## src/rtl/cpu_instruction_subset_execute_defines.svh

```systemverilog
// Assertion macros shared by the execute block.
`ifndef CPU_INSTRUCTION_SUBSET_EXECUTE_DEFINES_SVH
`define CPU_INSTRUCTION_SUBSET_EXECUTE_DEFINES_SVH

// same-cycle implication, checked out of reset
`define CISE_ASSERT_NOW(name, ante, cons) \
  name: assert property (@(posedge clk_i) disable iff (!rst_ni) (ante) |-> (cons)) \
    else $error("cise check failed");

// next-cycle implication, checked out of reset
`define CISE_ASSERT_NEXT(name, ante, cons) \
  name: assert property (@(posedge clk_i) disable iff (!rst_ni) (ante) |=> (cons)) \
    else $error("cise check failed");

`endif

```

## src/rtl/cise_pkg.sv

```systemverilog
// Types, opcodes and reset values of the CPU subset execute block.
package cise_pkg;

  typedef struct packed {
    logic [7:0] opcode;
    logic [7:0] imm_low;
    logic [7:0] imm_high;
  } cise_in_t;

  typedef enum logic [1:0] {
    ST_EXEC    = 2'd0,
    ST_HALT    = 2'd1,
    ST_IGNORED = 2'd2
  } status_e;

  typedef struct packed {
    logic [15:0] next_pc;
    logic        mem_write;
    logic [15:0] mem_addr;
    logic [7:0]  mem_data;
    logic [7:0]  acc_value;
    logic [7:0]  b_value;
    logic [7:0]  c_value;
    logic [15:0] hl_value;
    logic [3:0]  flag_bits;
    status_e     status;
  } cise_out_t;

  // architectural state
  typedef struct packed {
    logic [7:0]  acc;
    logic [7:0]  b;
    logic [7:0]  c;
    logic [7:0]  h;
    logic [7:0]  l;
    logic [3:0]  flags;
    logic [15:0] pc;
    logic        halted;
  } cise_arch_t;

  localparam logic [7:0] OP_DEC_B   = 8'h05;
  localparam logic [7:0] OP_LD_B    = 8'h06;
  localparam logic [7:0] OP_DEC_C   = 8'h0D;
  localparam logic [7:0] OP_LD_C    = 8'h0E;
  localparam logic [7:0] OP_JR_NZ   = 8'h20;
  localparam logic [7:0] OP_LD_HL   = 8'h21;
  localparam logic [7:0] OP_LDD_HLA = 8'h32;
  localparam logic [7:0] OP_XOR_A   = 8'hAF;
  localparam logic [7:0] OP_JP      = 8'hC3;

  localparam int unsigned FLAG_Z_BIT = 3;
  localparam int unsigned FLAG_N_BIT = 2;
  localparam int unsigned FLAG_H_BIT = 1;
  localparam int unsigned FLAG_C_BIT = 0;

  localparam logic [3:0] FLAGS_XOR_A = 4'h8;

  localparam logic [7:0]  RST_ACC   = 8'h01;
  localparam logic [7:0]  RST_B     = 8'h00;
  localparam logic [7:0]  RST_C     = 8'h13;
  localparam logic [7:0]  RST_H     = 8'h01;
  localparam logic [7:0]  RST_L     = 8'h4D;
  localparam logic [3:0]  RST_FLAGS = 4'hB;
  localparam logic [15:0] RST_PC    = 16'h0150;

endpackage

```

## src/rtl/cise_exec.sv

```systemverilog
// Combinational decode and execute of one instruction against the current state.
module cise_exec (
  input  cise_pkg::cise_in_t   item_i,
  input  cise_pkg::cise_arch_t arch_i,
  output cise_pkg::cise_arch_t arch_o,
  output cise_pkg::cise_out_t  res_o
);
  import cise_pkg::*;

  logic [7:0]  dec_src;
  logic [7:0]  dec_res;
  logic [3:0]  dec_flags;
  logic [15:0] hl;
  logic [15:0] pc_plus2;
  logic [15:0] disp;
  logic        wr;
  status_e     status;
  cise_arch_t  nxt;

  assign hl       = {arch_i.h, arch_i.l};
  assign pc_plus2 = arch_i.pc + 16'd2;
  assign disp     = {{8{item_i.imm_low[7]}}, item_i.imm_low};

  // one decrementer shared by DEC B and DEC C
  assign dec_src = (item_i.opcode == OP_DEC_C) ? arch_i.c : arch_i.b;
  assign dec_res = dec_src - 8'd1;
  always_comb begin
    dec_flags             = '0;
    dec_flags[FLAG_Z_BIT] = (dec_res == 8'd0);
    dec_flags[FLAG_N_BIT] = 1'b1;
    dec_flags[FLAG_H_BIT] = (dec_src[3:0] == 4'd0);
    dec_flags[FLAG_C_BIT] = arch_i.flags[FLAG_C_BIT];
  end

  always_comb begin
    nxt    = arch_i;
    wr     = 1'b0;
    status = ST_EXEC;
    if (arch_i.halted) begin
      status = ST_IGNORED;
    end else begin
      unique case (item_i.opcode)
        OP_DEC_B: begin
          nxt.b     = dec_res;
          nxt.flags = dec_flags;
          nxt.pc    = arch_i.pc + 16'd1;
        end
        OP_DEC_C: begin
          nxt.c     = dec_res;
          nxt.flags = dec_flags;
          nxt.pc    = arch_i.pc + 16'd1;
        end
        OP_LD_B: begin
          nxt.b  = item_i.imm_low;
          nxt.pc = pc_plus2;
        end
        OP_LD_C: begin
          nxt.c  = item_i.imm_low;
          nxt.pc = pc_plus2;
        end
        OP_JR_NZ: begin
          nxt.pc = arch_i.flags[FLAG_Z_BIT] ? pc_plus2 : (pc_plus2 + disp);
        end
        OP_LD_HL: begin
          nxt.h  = item_i.imm_high;
          nxt.l  = item_i.imm_low;
          nxt.pc = arch_i.pc + 16'd3;
        end
        OP_LDD_HLA: begin
          wr             = 1'b1;
          {nxt.h, nxt.l} = hl - 16'd1;
          nxt.pc         = arch_i.pc + 16'd1;
        end
        OP_XOR_A: begin
          nxt.acc   = 8'd0;
          nxt.flags = FLAGS_XOR_A;
          nxt.pc    = arch_i.pc + 16'd1;
        end
        OP_JP: begin
          nxt.pc = {item_i.imm_high, item_i.imm_low};
        end
        default: begin
          nxt.halted = 1'b1;
          status     = ST_HALT;
        end
      endcase
    end
  end

  assign arch_o = nxt;

  always_comb begin
    res_o.next_pc   = nxt.pc;
    res_o.mem_write = wr;
    res_o.mem_addr  = wr ? hl : 16'd0;
    res_o.mem_data  = wr ? arch_i.acc : 8'd0;
    res_o.acc_value = nxt.acc;
    res_o.b_value   = nxt.b;
    res_o.c_value   = nxt.c;
    res_o.hl_value  = {nxt.h, nxt.l};
    res_o.flag_bits = nxt.flags;
    res_o.status    = status;
  end

endmodule

```

## src/rtl/cise_state.sv

```systemverilog
// Architectural register file: A, B, C, H, L, flags, PC and the halted mark.
module cise_state (
  input  logic                 clk_i,
  input  logic                 rst_ni,
  input  logic                 upd_i,
  input  cise_pkg::cise_arch_t arch_d_i,
  input  logic                 pc_we_i,
  input  logic [15:0]          pc_wdata_i,
  output cise_pkg::cise_arch_t arch_o
);
  import cise_pkg::*;

  cise_arch_t arch_q;
  cise_arch_t arch_d;

  always_comb begin
    arch_d = arch_q;
    if (pc_we_i) begin
      arch_d.pc = pc_wdata_i;
    end else if (upd_i) begin
      arch_d = arch_d_i;
    end
  end

  always_ff @(posedge clk_i or negedge rst_ni) begin
    if (!rst_ni) begin
      arch_q.acc    <= RST_ACC;
      arch_q.b      <= RST_B;
      arch_q.c      <= RST_C;
      arch_q.h      <= RST_H;
      arch_q.l      <= RST_L;
      arch_q.flags  <= RST_FLAGS;
      arch_q.pc     <= RST_PC;
      arch_q.halted <= 1'b0;
    end else begin
      arch_q <= arch_d;
    end
  end

  assign arch_o = arch_q;

endmodule

```

## src/rtl/cpu_instruction_subset_execute.sv

```systemverilog
// Top level: input register, execute stage and result register of the CPU subset.
//
//  channel  direction  handshake           payload
//  in       request    in_valid_i / stall  in_data_i  (opcode, imm_low, imm_high)
//  out      result     out_valid_o / stall out_data_o (pc, store, registers, flags)
//  cfg      write      cfg_valid_i / ready cfg_data_i (start address, loads PC)
//
// One instruction per cycle unless the result stalls: a request is registered,
// executed against the register file and written to the result register.
// Reset loads PC 0x0150 and the documented register values; no clearing pass.
// A stalled result holds the execute stage; the input register still takes one
// more request, so upstream stalls only when both stages are full.
module cpu_instruction_subset_execute (
  input  logic               clk_i,
  input  logic               rst_ni,
  input  logic               in_valid_i,
  output logic               in_stall_o,
  input  cise_pkg::cise_in_t in_data_i,
  output logic               out_valid_o,
  input  logic               out_stall_i,
  output cise_pkg::cise_out_t out_data_o,
  input  logic               cfg_valid_i,
  output logic               cfg_ready_o,
  input  logic [15:0]        cfg_data_i
);
  import cise_pkg::*;

  `include "cpu_instruction_subset_execute_defines.svh"

  logic       in_valid_q, in_valid_d;
  cise_in_t   in_q;
  logic       out_valid_q, out_valid_d;
  cise_out_t  out_q;
  logic       advance;
  logic       exec_en;
  logic       in_take;
  cise_arch_t arch;
  cise_arch_t arch_nxt;
  cise_out_t  res;

  assign advance     = !out_valid_q || !out_stall_i;
  assign exec_en     = in_valid_q && advance;
  assign in_stall_o  = in_valid_q && !advance;
  assign in_take     = in_valid_i && !in_stall_o;
  assign cfg_ready_o = !in_valid_q;

  assign in_valid_d  = in_take || (in_valid_q && !advance);
  assign out_valid_d = exec_en || (out_valid_q && out_stall_i);

  cise_state u_state (
    .clk_i      (clk_i),
    .rst_ni     (rst_ni),
    .upd_i      (exec_en),
    .arch_d_i   (arch_nxt),
    .pc_we_i    (cfg_valid_i && cfg_ready_o),
    .pc_wdata_i (cfg_data_i),
    .arch_o     (arch)
  );

  cise_exec u_exec (
    .item_i (in_q),
    .arch_i (arch),
    .arch_o (arch_nxt),
    .res_o  (res)
  );

  always_ff @(posedge clk_i or negedge rst_ni) begin
    if (!rst_ni) begin
      in_valid_q  <= 1'b0;
      out_valid_q <= 1'b0;
    end else begin
      in_valid_q  <= in_valid_d;
      out_valid_q <= out_valid_d;
    end
  end

  always_ff @(posedge clk_i) begin
    if (in_take) begin
      in_q <= in_data_i;
    end
    if (exec_en) begin
      out_q <= res;
    end
  end

  assign out_valid_o = out_valid_q;
  assign out_data_o  = out_q;

  `CISE_ASSERT_NEXT(a_exec_fills_out, exec_en, out_valid_q)
  `CISE_ASSERT_NEXT(a_halt_sticky, arch.halted, arch.halted)
  `CISE_ASSERT_NOW(a_store_only_exec, out_valid_q && out_q.mem_write,
                   out_q.status == ST_EXEC)
  `CISE_ASSERT_NOW(a_no_store_zero, out_valid_q && !out_q.mem_write,
                   out_q.mem_addr == 16'd0 && out_q.mem_data == 8'd0)

endmodule
```

## config.mk

```make
export PLATFORM = sky130hd
export DESIGN_NAME = cpu_instruction_subset_execute
export DESIGN_NICKNAME = d
export VERILOG_FILES = /design/src/rtl/cise_pkg.sv /design/src/rtl/cise_exec.sv /design/src/rtl/cise_state.sv /design/src/rtl/cpu_instruction_subset_execute.sv
export VERILOG_INCLUDE_DIRS = /design/src /design/src/rtl
export SDC_FILE = /design/constraint.sdc
export NUM_CORES = 1
export LEC_CHECK = 0
export BUFFER_PORTS_ARGS = -buffer_cell sky130_fd_sc_hd__buf_2
export CAP_MARGIN = 0
export CELL_PAD_IN_SITES_DETAIL_PLACEMENT = 0
export CELL_PAD_IN_SITES_GLOBAL_PLACEMENT = 1
export CORE_MARGIN = 2
export CORE_UTILIZATION = 46
export DETAILED_ROUTE_END_ITERATION = 7
export GPL_TIMING_DRIVEN = 0
export PLACE_DENSITY = 0.81
export SKIP_LAST_GASP = 1
export SLEW_MARGIN = 25
export SYNTH_ARGS = -nofsm -noshare
export SYNTH_HDL_FRONTEND = slang
export SYNTH_HIERARCHICAL = 1
export SYNTH_SLANG_ARGS = --single-unit
```

## constraint.sdc

```tcl
create_clock -name clk_i -period 8.1 [get_ports clk_i]
set_input_delay 0.81 -clock clk_i [delete_from_list [all_inputs] [get_ports clk_i]]
set_output_delay 0.81 -clock clk_i [all_outputs]
set_load 0.02 [all_outputs]
```

==> flow_summary.ini <==
[worst_setup_path]
cp_top_family = simple AND/OR/NAND/NOR gates
cp_slowest_cell = nor3_1
cp-end-kind = flip-flop
crit_buf_inv = 1
crit_fanout = 7
r2r_slack_ps = 4060
crit_cells = 12
r2r-end = out_data_o[82]
worstSetupStartpoint = in_q[18]
cp-start-kind = flip-flop
r2r.worst_path.cells = 12
crit_path_frequent_cell = nor3_1
endpoint = out_data_o[82]
cp_slowest_stage_delay_ps = 730
worstPathArrival_ps = 4250
cp_cell_sequence = nor4b_4 -> nand4b_1 -> and3_2 -> ha_1 -> a21oi_1 -> nor3_1 -> nand2_1 -> nor3_1 -> nor2_1 -> o21ai_0 -> o221ai_1 -> buf_4
r2r-start = in_q[18]
cp_data_required_time_ps = 8310
critical_path_class = flip-flop to flip-flop

[clock_tree]
h-tree-depth = 4
clk_latency_ps = 440
cts_root_buffer = clkbuf_16
cts_buffers = 17
cts_setup_buffers = 0
cts_tree = done
holdBufCountCts = 0
cts.reportedPaths.clkPinSlew_ps = 80
cts_sinks = 174
ctsLongestPathBuffers = 2
cts-resized-gates = 0

[yosys]
yosysSeqAreaShare = 0.494
avgSynthCellArea_um2 = 11.2
synthFlopType = edfxtp_1
synthCells = 891
syn-num-nets = 962
yosys.area.top_type = edfxtp_1
synthTopCellsByArea = edfxtp_1, dfrtp_1, mux2_4
async_reset_ff_frac = 0.362
yosys.area.top_type_share = 0.334
syn_area_um2 = 9980
synth-seq-cells = 174
yosys_warnings = 6
synth_edf_count = 111
synthDistinctLibCells = 80

[power_and_ir_drop]
p_int_w = 0.00180
power_frac_seq = 0.421
p_leak_nw = 5.10
comb_power_share = 0.262
switching_share = 0.327
switching_power_w = 0.000876
irDropWorstVdd_mv = 0.139
powerDensity_nw_per_um2 = 227
clockPowerShare = 0.317
total_power_w = 0.00268

[floorplan]
core_area_um2 = 21200
die_x_um = 151
row_count = 53
num_io_pins = 135
initial_core_util = 0.472
fp.dieArea_um2 = 22900
dieHeight_um = 151

[cells_and_area]
area_growth_pct = 17.9
n_fill_cell = 1841
final_cell_area_um2 = 11800
seqCellArea_um2 = 4930
nets = 1120
multi_input_area_um2 = 4260
drive_above_1_share = 0.316

[grt]
grt_max_degree = 47
first_global_vias = 7214
grt_usage = 0.235
grt_overflow = 0
grt_pass1_wl_mm = 40.4
antenna_found_initial = 1

[detailed_routing]
drt-wirelength-per-cell_um = 19.3
avgViaCountPerCell = 5.53
drc = 0
ant_nets = 0
wl_mm = 25.8
vias = 7396
drtPass1Iterations = 5
drt_iter0_markers = 477

[timing]
period_needed_ps = 4040
period_share = 0.498
final-setup-viol-count = 0
timing.fmax_mhz = 248
slew_viol_final = 0
fin_ws_ps = 4060
worst_pin_slew_ps = 923
rsz0062_at_grt = no
tns_ps = 0
relSlewSlack = 0.380
hold_viol_final = 0
fin_worst_skew_ps = 10.8

[place]
post-dp-hpwl_mm = 18.8
place.gp.congestion = 0.945
dpl_cell_area_um2 = 11100
port-buffer-count = 134
dp_slack_ps = 4130

[job]
cap_violations = 0

[status]
status = finished, final reports clean

[worst_hold_path]
worstHoldPathType = primary input to asynchronous set/reset pin
[Yosys cell counts (8+ instances only)]
cell        n
nand4_1     9
a22oi_1     8
buf_4      64
ha_1       24
xnor2_1    25
o21ai_0    66
nor3_1     20
dfrtp_1    48
edfxtp_1  111
nand3_1    14
buf_2      10
a221o_1    14
nand2_1    76
mux2i_1    22
mux2_4     40
dfstp_2    15
a21oi_1    39
clkbuf_1   18
xor2_1     11
and2_1     25
inv_1      22
nor2_1     57
nor2b_1    18
[per-stage QoR]
step	hold slack (ps)	std cells	util
floorplan	480	891	-
global placement	496	1300	0.520
detailed placement	501	1305	0.527
CTS	242	1337	0.556
global route	246	1338	0.556
finish	238	1338	0.556
[state kept, by name, indices dropped and copies added, names as in the netlist]
| name | count |
|---|---|
| out_data_o | 87 |
| u_state/arch_o | 61 |
| in_q | 24 |
| in_valid_q | 1 |
| out_valid_o | 1 |
[worst register-to-register path, cell delays in order, from the launching register on]
cell	delay (ps)
edfxtp_1	530
nor4b_4	390
nand4b_1	190
and3_2	310
ha_1	290
a21oi_1	100
nor3_1	730
nand2_1	340
nor3_1	300
nor2_1	80
o21ai_0	150
o221ai_1	210
buf_4	190
[layout make-up]
class	instances	share of cell area
antenna	1	0.000213
buffer	100	0.0614
clock buffer	17	0.0361
clock inverter	15	0.0164
inverter	23	0.00733
multi-input combinational	594	0.362
sequential	174	0.419
tap	275	0.0292
timing repair buffer	139	0.0689
[kinds of logic (layout without fill, tap and decap cells)]
logic type,after synthesis,after routing,share of synthesized area
AO/OA/AOI/OAI,189,189,0.125
XOR/XNOR,36,36,0.0316
adder cells (fa/ha/maj),26,26,0.0341
buffers and inverters,123,294,0.0811
flip-flops,174,174,0.494
multiplexers,68,68,0.0890
other,0,1,0
AND/OR/NAND/NOR,275,275,0.145
[worst min path at each step]
stage	endpoint	depth (start not counted)
after floorplan	u_state/arch_o[30]	1
after global placement	u_state/arch_o[30]	1
after detailed placement	u_state/arch_o[19]	1
after CTS	u_state/arch_o[57]	1
after global routing	u_state/arch_o[59]	1
final	u_state/arch_o[57]	1
[power groups by stage]
| stage | Sequential, W | Combinational [W] | Clock (W) |
|---|---|---|---|
| after floorplan | 0.00118 | 0.000475 | 0 |
| after global placement | 0.00115 | 0.000673 | 0 |
| after detailed placement | 0.00114 | 0.000694 | 0 |
| after CTS | 0.00113 | 0.000699 | 0.000865 |
| after global routing | 0.00114 | 0.000774 | 0.000905 |
| final | 0.00113 | 0.000701 | 0.000850 |
[metal layers]
metal	wire, um	GRT usage
met1	11300	0.316
met2	12200	0.372
met3	1630	0.0491
met4	643	0.0930
met5	0	0
[layout by cell type (no fill, tap or decap), types with 14 or more instances in the layout]
| master | count |
|---|---|
| o21ai_0 | 66 |
| ha_1 | 24 |
| and2_1 | 24 |
| nor3_1 | 20 |
| dfrtp_1 | 48 |
| inv_1 | 22 |
| clkbuf_16 | 17 |
| buf_2 | 143 |
| a21oi_1 | 38 |
| mux2i_1 | 22 |
| a221o_1 | 14 |
| nand3_1 | 14 |
| dfstp_2 | 15 |
| buf_4 | 65 |
| nand2_1 | 76 |
| clkbuf_1 | 18 |
| nor2b_1 | 18 |
| mux2_4 | 40 |
| xnor2_1 | 25 |
| edfxtp_1 | 111 |
| nor2_1 | 57 |
Power figures use the tool's default switching activity.
